[src/rtl/core/pwmtsm_pkg.sv]
// Shared types and constants of the PWM timer with shadowed duty registers.
// No dependencies.
package pwmtsm_pkg;

  localparam int DATA_W          = 32;
  localparam int PWM_BITS        = 6;
  localparam int CHAN_W          = 3;
  localparam int CFG_IDX_W       = 2;
  localparam int CHANNELS_DEF    = 6;
  localparam int COUNT_WIDTH_DEF = 32;

  // Item function codes
  localparam logic FUNC_TICK = 1'b0;
  localparam logic FUNC_DUTY = 1'b1;

  // Configuration register indexes
  localparam logic [CFG_IDX_W-1:0] REG_PRESCALE     = 2'd0;
  localparam logic [CFG_IDX_W-1:0] REG_PERIOD_TICKS = 2'd1;
  localparam logic [CFG_IDX_W-1:0] REG_CHAN_ENABLE  = 2'd2;

  typedef struct packed {
    logic              func;
    logic [CHAN_W-1:0] channel;
    logic [DATA_W-1:0] duty;
  } item_t;

  typedef struct packed {
    logic [DATA_W-1:0]   prescale;
    logic [DATA_W-1:0]   period_ticks;
    logic [PWM_BITS-1:0] channel_enable;
  } cfg_t;

  typedef struct packed {
    logic [PWM_BITS-1:0] pwm_out;
    logic [DATA_W-1:0]   count_value;
  } result_t;

  typedef struct packed {
    logic load;   // take a new request this edge
    logic drain;  // hand the held request on this edge
  } pipe_ctl_t;

endpackage

[src/rtl/core/pwm_timer_shadow_match.sv]
// Top level of the PWM timer with prescaler and shadowed duty registers.
// Depends on pwmtsm_pkg, pwmtsm_cfg_regs, pwmtsm_in_reg, pwmtsm_core, pwmtsm_out_reg.
//
//   channel   handshake             payload
//   -------   -------------------   -------------------------------
//   in        in_valid / in_stall   func, channel, duty
//   out       out_valid / out_stall pwm_out, count_value
//   cfg       cfg_valid / cfg_ready cfg_index, cfg_data
//
// One request per clock while the result is not stalled: a request sits in the
// input register, and the timer update runs in one pass from there into the
// result register.
// rst is synchronous; it resets counters, duties, pending marks and registers.
// A stalled result holds the result register; the input register keeps one
// request behind it, and in_stall rises only while both are full.
// cfg_ready is always high; write registers only while the block is idle.
module pwm_timer_shadow_match import pwmtsm_pkg::*; #(
  parameter int CHANNELS    = CHANNELS_DEF,
  parameter int COUNT_WIDTH = COUNT_WIDTH_DEF
) (
  input  logic                 clk,
  input  logic                 rst,
  // request channel
  input  logic                 in_valid,
  output logic                 in_stall,
  input  logic                 func,
  input  logic [CHAN_W-1:0]    channel,
  input  logic [DATA_W-1:0]    duty,
  // result channel
  output logic                 out_valid,
  input  logic                 out_stall,
  output logic [PWM_BITS-1:0]  pwm_out,
  output logic [DATA_W-1:0]    count_value,
  // register write channel
  input  logic                 cfg_valid,
  output logic                 cfg_ready,
  input  logic [CFG_IDX_W-1:0] cfg_index,
  input  logic [DATA_W-1:0]    cfg_data
);

  cfg_t      cfg;
  item_t     in_item;
  item_t     held_item;
  logic      held_valid;
  logic      out_free;
  pipe_ctl_t in_ctl;
  result_t   result_next;

  // Pack the request fields.
  assign in_item.func    = func;
  assign in_item.channel = channel;
  assign in_item.duty    = duty;

  // Advance the held request whenever the result register can take it;
  // stall new requests only while the held one cannot move.
  assign in_ctl.drain = held_valid && out_free;
  assign in_stall     = held_valid && !out_free;
  assign in_ctl.load  = in_valid && !in_stall;

  pwmtsm_cfg_regs u_cfg_regs (
    .clk       (clk),
    .rst       (rst),
    .cfg_valid (cfg_valid),
    .cfg_ready (cfg_ready),
    .cfg_index (cfg_index),
    .cfg_data  (cfg_data),
    .cfg       (cfg)
  );

  pwmtsm_in_reg u_in_reg (
    .clk   (clk),
    .rst   (rst),
    .ctl   (in_ctl),
    .d     (in_item),
    .q     (held_item),
    .valid (held_valid)
  );

  // Timer state updates exactly once per request, as it leaves the input register.
  pwmtsm_core #(
    .CHANNELS    (CHANNELS),
    .COUNT_WIDTH (COUNT_WIDTH)
  ) u_core (
    .clk         (clk),
    .rst         (rst),
    .step        (in_ctl.drain),
    .item        (held_item),
    .cfg         (cfg),
    .result_next (result_next)
  );

  pwmtsm_out_reg u_out_reg (
    .clk         (clk),
    .rst         (rst),
    .load        (in_ctl.drain),
    .d           (result_next),
    .free        (out_free),
    .out_valid   (out_valid),
    .out_stall   (out_stall),
    .pwm_out     (pwm_out),
    .count_value (count_value)
  );

endmodule

[src/rtl/core/pwmtsm_cfg_regs.sv]
// Configuration register file of the PWM timer.
// Depends on pwmtsm_pkg.
module pwmtsm_cfg_regs import pwmtsm_pkg::*; (
  input  logic                 clk,
  input  logic                 rst,
  input  logic                 cfg_valid,
  output logic                 cfg_ready,
  input  logic [CFG_IDX_W-1:0] cfg_index,
  input  logic [DATA_W-1:0]    cfg_data,
  output cfg_t                 cfg
);

  assign cfg_ready = 1'b1;

  always_ff @(posedge clk) begin
    if (rst) begin
      cfg.prescale       <= '0;
      cfg.period_ticks   <= DATA_W'(1);
      cfg.channel_enable <= '0;
    end else if (cfg_valid && cfg_ready) begin
      unique case (cfg_index)
        REG_PRESCALE:     cfg.prescale       <= cfg_data;
        REG_PERIOD_TICKS: cfg.period_ticks   <= cfg_data;
        REG_CHAN_ENABLE:  cfg.channel_enable <= cfg_data[PWM_BITS-1:0];
        default: ;  // drop writes to unknown indexes
      endcase
    end
  end

endmodule

[src/rtl/core/pwmtsm_in_reg.sv]
// Input register stage: holds one accepted request for the timer core.
// Depends on pwmtsm_pkg.
module pwmtsm_in_reg import pwmtsm_pkg::*; (
  input  logic      clk,
  input  logic      rst,
  input  pipe_ctl_t ctl,
  input  item_t     d,
  output item_t     q,
  output logic      valid
);

  always_ff @(posedge clk) begin
    if (rst) begin
      valid <= 1'b0;
    end else if (ctl.load) begin
      valid <= 1'b1;
    end else if (ctl.drain) begin
      valid <= 1'b0;
    end
  end

  always_ff @(posedge clk) begin
    if (ctl.load) begin
      q <= d;
    end
  end

endmodule

[src/rtl/core/pwmtsm_core.sv]
// Timer state and one-pass update: prescaler, period counter, shadow and
// active duties, compare outputs. Depends on pwmtsm_pkg.
module pwmtsm_core import pwmtsm_pkg::*; #(
  parameter int CHANNELS    = CHANNELS_DEF,
  parameter int COUNT_WIDTH = COUNT_WIDTH_DEF
) (
  input  logic    clk,
  input  logic    rst,
  input  logic    step,
  input  item_t   item,
  input  cfg_t    cfg,
  output result_t result_next
);

  localparam int CW1   = COUNT_WIDTH + 1;
  localparam int LIM_W = DATA_W + 1;

  logic [DATA_W-1:0]      prescale_count;
  logic [COUNT_WIDTH-1:0] period_count;
  logic [COUNT_WIDTH-1:0] shadow_duty [CHANNELS];
  logic [COUNT_WIDTH-1:0] active_duty [CHANNELS];
  logic [CHANNELS-1:0]    latch_pending;

  logic                   is_tick;
  logic                   presc_wrap;
  logic [DATA_W-1:0]      prescale_count_next;
  logic [CW1-1:0]         count_inc;
  logic [DATA_W-1:0]      limit;
  logic                   period_advance;
  logic                   period_wrap;
  logic [COUNT_WIDTH-1:0] period_count_next;
  logic [COUNT_WIDTH-1:0] active_next [CHANNELS];
  logic [CHANNELS-1:0]    hit;
  logic [CHANNELS-1:0]    pins;

  always_comb begin
    is_tick             = (item.func == FUNC_TICK);
    presc_wrap          = (prescale_count >= cfg.prescale);
    prescale_count_next = presc_wrap ? '0 : prescale_count + DATA_W'(1);
    count_inc           = CW1'(period_count) + CW1'(1);
    // zero period behaves as one
    limit               = (cfg.period_ticks == '0) ? DATA_W'(1) : cfg.period_ticks;
    period_advance      = is_tick && presc_wrap;
    period_wrap         = period_advance &&
                          ((LIM_W'(count_inc) >= LIM_W'(limit)) || count_inc[COUNT_WIDTH]);
    if (period_wrap) begin
      period_count_next = '0;
    end else if (period_advance) begin
      period_count_next = count_inc[COUNT_WIDTH-1:0];
    end else begin
      period_count_next = period_count;
    end
    for (int k = 0; k < CHANNELS; k++) begin
      hit[k]         = !is_tick && (item.channel == CHAN_W'(k + 1));
      active_next[k] = (period_wrap && latch_pending[k]) ? shadow_duty[k] : active_duty[k];
      pins[k]        = cfg.channel_enable[k] && (period_count_next < active_next[k]);
    end
    result_next.pwm_out     = PWM_BITS'(pins);
    result_next.count_value = DATA_W'(period_count_next);
  end

  always_ff @(posedge clk) begin
    if (rst) begin
      prescale_count <= '0;
      period_count   <= '0;
      latch_pending  <= '0;
      for (int k = 0; k < CHANNELS; k++) begin
        shadow_duty[k] <= '0;
        active_duty[k] <= '0;
      end
    end else if (step) begin
      if (is_tick) begin
        prescale_count <= prescale_count_next;
      end
      period_count  <= period_count_next;
      latch_pending <= period_wrap ? '0 : (latch_pending | hit);
      for (int k = 0; k < CHANNELS; k++) begin
        active_duty[k] <= active_next[k];
        if (hit[k]) begin
          shadow_duty[k] <= item.duty[COUNT_WIDTH-1:0];
        end
      end
    end
  end

endmodule

[src/rtl/core/pwmtsm_out_reg.sv]
// Result register stage: holds one result until the consumer takes it.
// Depends on pwmtsm_pkg.
module pwmtsm_out_reg import pwmtsm_pkg::*; (
  input  logic                clk,
  input  logic                rst,
  input  logic                load,
  input  result_t             d,
  output logic                free,
  output logic                out_valid,
  input  logic                out_stall,
  output logic [PWM_BITS-1:0] pwm_out,
  output logic [DATA_W-1:0]   count_value
);

  assign free = !out_valid || !out_stall;

  always_ff @(posedge clk) begin
    if (rst) begin
      out_valid <= 1'b0;
    end else if (load) begin
      out_valid <= 1'b1;
    end else if (!out_stall) begin
      out_valid <= 1'b0;
    end
  end

  always_ff @(posedge clk) begin
    if (load) begin
      pwm_out     <= d.pwm_out;
      count_value <= d.count_value;
    end
  end

endmodule

[config.mk]
export PLATFORM = sky130hd
export DESIGN_NAME = pwm_timer_shadow_match
export DESIGN_NICKNAME = d
export VERILOG_FILES = /design/src/rtl/core/pwmtsm_pkg.sv /design/src/rtl/core/pwm_timer_shadow_match.sv /design/src/rtl/core/pwmtsm_cfg_regs.sv /design/src/rtl/core/pwmtsm_in_reg.sv /design/src/rtl/core/pwmtsm_core.sv /design/src/rtl/core/pwmtsm_out_reg.sv
export SDC_FILE = /design/constraint.sdc
export NUM_CORES = 1
export LEC_CHECK = 0
export BUFFER_PORTS_ARGS = -buffer_cell sky130_fd_sc_hd__buf_2
export CAP_MARGIN = 5
export CORE_MARGIN = 8
export CORE_UTILIZATION = 35
export DETAILED_ROUTE_END_ITERATION = 8
export GPL_TIMING_DRIVEN = 0
export HOLD_SLACK_MARGIN = 0.12
export PLACE_DENSITY = 0.46
export SLEW_MARGIN = 10
export SYNTH_ARGS = -nofsm -noshare
export SYNTH_HDL_FRONTEND = slang
export SYNTH_HIERARCHICAL = 1
export SYNTH_SLANG_ARGS = --single-unit
[constraint.sdc]
create_clock -name clk -period 12.3 [get_ports clk]
set_clock_uncertainty 0.05 [all_clocks]
set_input_delay 2.46 -clock clk [delete_from_list [all_inputs] [get_ports clk]]
set_output_delay 2.46 -clock clk [all_outputs]
set_load 0.01 [all_outputs]
==> flow_summary.yaml <==
sta:
  final_max_slew_viol_count: 0
  period_minus_slack_ns: 9.942
  timing.fmax_ghz: 0.1006
  post-route-period-util_pct: 80.83
  setup_viol: 0
  max_slew_margin_pct: 20.17
  tightest_slew_ns: 1.197
  tns_ns: 0
  setup_slack_ns: 2.358
  finalHoldViolations: 0
  rsz0062_at_grt: "no"
setup_path:
  r2r_end: "u_out_reg/pwm_out[4]"
  crit_required_ns: 12.51
  cp-end-kind: "flip-flop"
  cp-endpoint: "u_out_reg/pwm_out[4]"
  crit_path_frequent_cell: "a21o_1"
  cpMaxStageDelayCell: "o311ai_0"
  start_kind: "flip-flop"
  path_class: "reg2reg"
  r2r_slack_ns: 2.36
  slowest_delay_ns: 0.93
  crit_start: "u_core/period_count[8]"
  cp.arrival_ns: 10.15
  cp_max_fo: 10
  r2r-start: "u_core/period_count[8]"
  rr_worst_depth: 28
floorplan:
  row_count: 109
  die_w_um: 313.5
  coreArea_mm2: 0.08810
  io_pins: 116
  dieHeight_um: 313.5
  initial_utilization_pct: 35.16
  fp.dieArea_mm2: 0.09828
logic_synthesis:
  ys_async_sr_fraction_pct: 0
  ys_seq_area_share_pct: 53.57
  yosysUniqueCellTypes: 77
  ys.flop_type: "edfxtp_1"
  ys_warn_count: 6
  syn-num-nets: 2957
  synth-edff-count: 458
  netlist_area_mm2: 0.03098
  syn_inst: 2630
  syn_area_per_cell_um2: 11.78
  ys_ff_latch: 600
clock_tree:
  clkTransAtPathRegs_ns: 0.06
  clk_latency_ns: 0.62
  ctsRootBufferMaster: "clkbuf_16"
  cts_resized: 0
  clock_path_buffers: 3
  cts_num_sinks: 600
  htree_levels: 3
  cts_tree: "done"
  hold_buffers: 0
  postCtsSetupBuffers: 0
  cts_buffers: 74
pwr:
  swShare_pct: 26.51
  power.density_mw_per_mm2: 141.9
  combPwrFrac_pct: 12.3
  power_leakage_uw: 0.01540
  total_power_uw: 5092
  clockPowerShare_pct: 41.4
  peakVddDrop_uv: 88.76
  seq_power_share_pct: 46.2
  intPower_uw: 3743
  p_switching_uw: 1350
placement:
  post-dp-hpwl_um: 71430
  place.port_buffers: 114
  pre_cts_ws_ns: 2.616
  place_area_mm2: 0.03356
  place_congestion: 0.8791
  dp.cells: 3937
global_route:
  antenna_found_initial: 7
  grt_pass1_wl_um: 141300
  gr-total-overflow: 0
  grt_pass1_vias: 21440
  globalRouteTotalUtil_pct: 19.15
  grt_max_degree: 90
route:
  wirelength_um: 96410
  wl_per_cell_um: 23.66
  drt_iter0_drc: 1300
  viasPerCell: 5.165
  first_pass_iters: 5
  drc: 0
  vias: 21050
  drtAntennaViolNets: 0
cells_and_area:
  area_growth_pct: 15.89
  final_common_cell: "edfxtp_1"
  drive_above_1_share_pct: 12.44
  fin_nets: 3175
  stdcell_count: 4075
  layout_common_cells: "458 x edfxtp_1, 311 x nor2_1, 252 x ha_1"
  design_area_mm2: 0.03590
job:
  maxCapViolCount: 0
outcome:
  outcome: "completed"
worst_hold_path:
  min_path_type: "reg2reg"
## sequential cells by signal (all words and copies together) (netlist names)
| signal | flops |
|---|---|
| u_out_reg/out_valid | 1 |
| u_core/active_duty | 192 |
| u_core/period_count | 32 |
| u_in_reg/valid | 1 |
| u_core/shadow_duty | 192 |
| u_cfg_regs/cfg | 70 |
| u_core/prescale_count | 32 |
| u_out_reg/pwm_out | 6 |
| u_core/latch_pending | 6 |
| u_in_reg/q | 36 |
| u_out_reg/count_value | 32 |
## worst max-delay path: cells and delay by family, from the launching register on
family | cells | cell delay, ns
DFF | 1 | 0.30
adders and majority gates | 2 | 0.66
buffers and inverters | 6 | 2.12
AOI/OAI and AO/OA | 9 | 3.30
and+or+nand+nor | 10 | 2.87
xor gates and xnor gates | 1 | 0.27
## cells by family (layout without fill, tap and decap cells)
| kind of cell | count (synthesis) | in the layout | synth area share (%) |
|---|---|---|---|
| muxes | 263 | 263 | 8.850 |
| buffers and inverters | 212 | 491 | 3.098 |
| AOI/OAI and AO/OA | 309 | 309 | 6.899 |
| xor gates and xnor gates | 58 | 58 | 1.640 |
| other | 1 | 2 | 0.01211 |
| adders and majority gates | 252 | 252 | 10.18 |
| and+or+nand+nor | 935 | 935 | 15.75 |
| DFF | 600 | 600 | 53.57 |
## how the worst min path moves through the flow
stage	startpoint	end	slack (ns)	cells after the start
2_1_floorplan	u_core/latch_pending[2]	u_core/latch_pending[2]	0.38	1
3_5_place_dp	u_core/latch_pending[0]	u_core/latch_pending[0]	0.40	1
4_1_cts	u_core/latch_pending[0]	u_core/latch_pending[0]	0.41	1
5_1_grt	u_core/latch_pending[0]	u_core/latch_pending[0]	0.43	1
6_report	u_core/latch_pending[0]	u_core/latch_pending[0]	0.41	1
3_3_place_gp	u_core/latch_pending[1]	u_core/latch_pending[1]	0.39	1
## metal layers
layer	GRT usage (%)	routed length [um]
met1	25.14	43040
met2	32.89	46600
met3	2.495	4066
met4	5.720	2706
met5	0	0
## stage by stage
step                      util [%]  hold slack (ns)
after detailed placement     38.10           0.4002
after global placement       37.46           0.3950
final                        40.75           0.4149
after CTS                    40.74           0.4132
after global routing         40.74           0.4320
after floorplan                  -           0.3813
## final cells by class
| type | count | area (um2) |
|---|---|---|
| Clock inverter | 43 | 341.6 |
| Tap cell | 1165 | 1458 |
| Buffer | 116 | 599.3 |
| Antenna cell | 1 | 2.502 |
| Fill cell | 8482 | 52200 |
| Clock buffer | 94 | 1989 |
| Multi-Input combinational cell | 1818 | 13620 |
| Inverter | 96 | 367.9 |
| Sequential cell | 600 | 16600 |
| Timing Repair Buffer | 142 | 924.6 |
## cell usage after synthesis (all sizes together), types with 10 or more instances
| cell | instances | share of area (%) |
|---|---|---|
| nor3 | 29 | 0.47 |
| o311a | 10 | 0.32 |
| and3 | 18 | 0.36 |
| nor2b | 11 | 0.25 |
| nor4 | 17 | 0.41 |
| ha | 252 | 10 |
| xnor2 | 32 | 0.90 |
| a211oi | 10 | 0.24 |
| nand3b | 10 | 0.24 |
| nand2b | 111 | 2.2 |
| buf | 40 | 0.95 |
| a21o | 55 | 1.3 |
| o31ai | 18 | 0.44 |
| mux2i | 263 | 8.8 |
| and4 | 15 | 0.42 |
| inv | 96 | 1.2 |
| o21a | 23 | 0.56 |
| edfxtp | 458 | 44 |
| o21ai | 52 | 0.84 |
| nand4 | 55 | 1.1 |
| xor2 | 26 | 0.74 |
| o211ai | 13 | 0.32 |
| clkbuf | 72 | 0.87 |
| nor2 | 312 | 3.8 |
| dfxtp | 142 | 9.2 |
| nand3 | 39 | 0.65 |
| nand2 | 92 | 1.1 |
| and2 | 198 | 4.0 |
| a21oi | 68 | 1.1 |
## power groups by stage
stage               sequential [uW]  combinational, uW  clock, uW
CTS                            2350                634       2170
global route                   2360                692       2240
floorplan                      2380                379          0
finish                         2350                629       2110
detailed placement             2400                629          0
global placement               2410                593          0
Note: power is estimated with default switching activity, not from simulation.
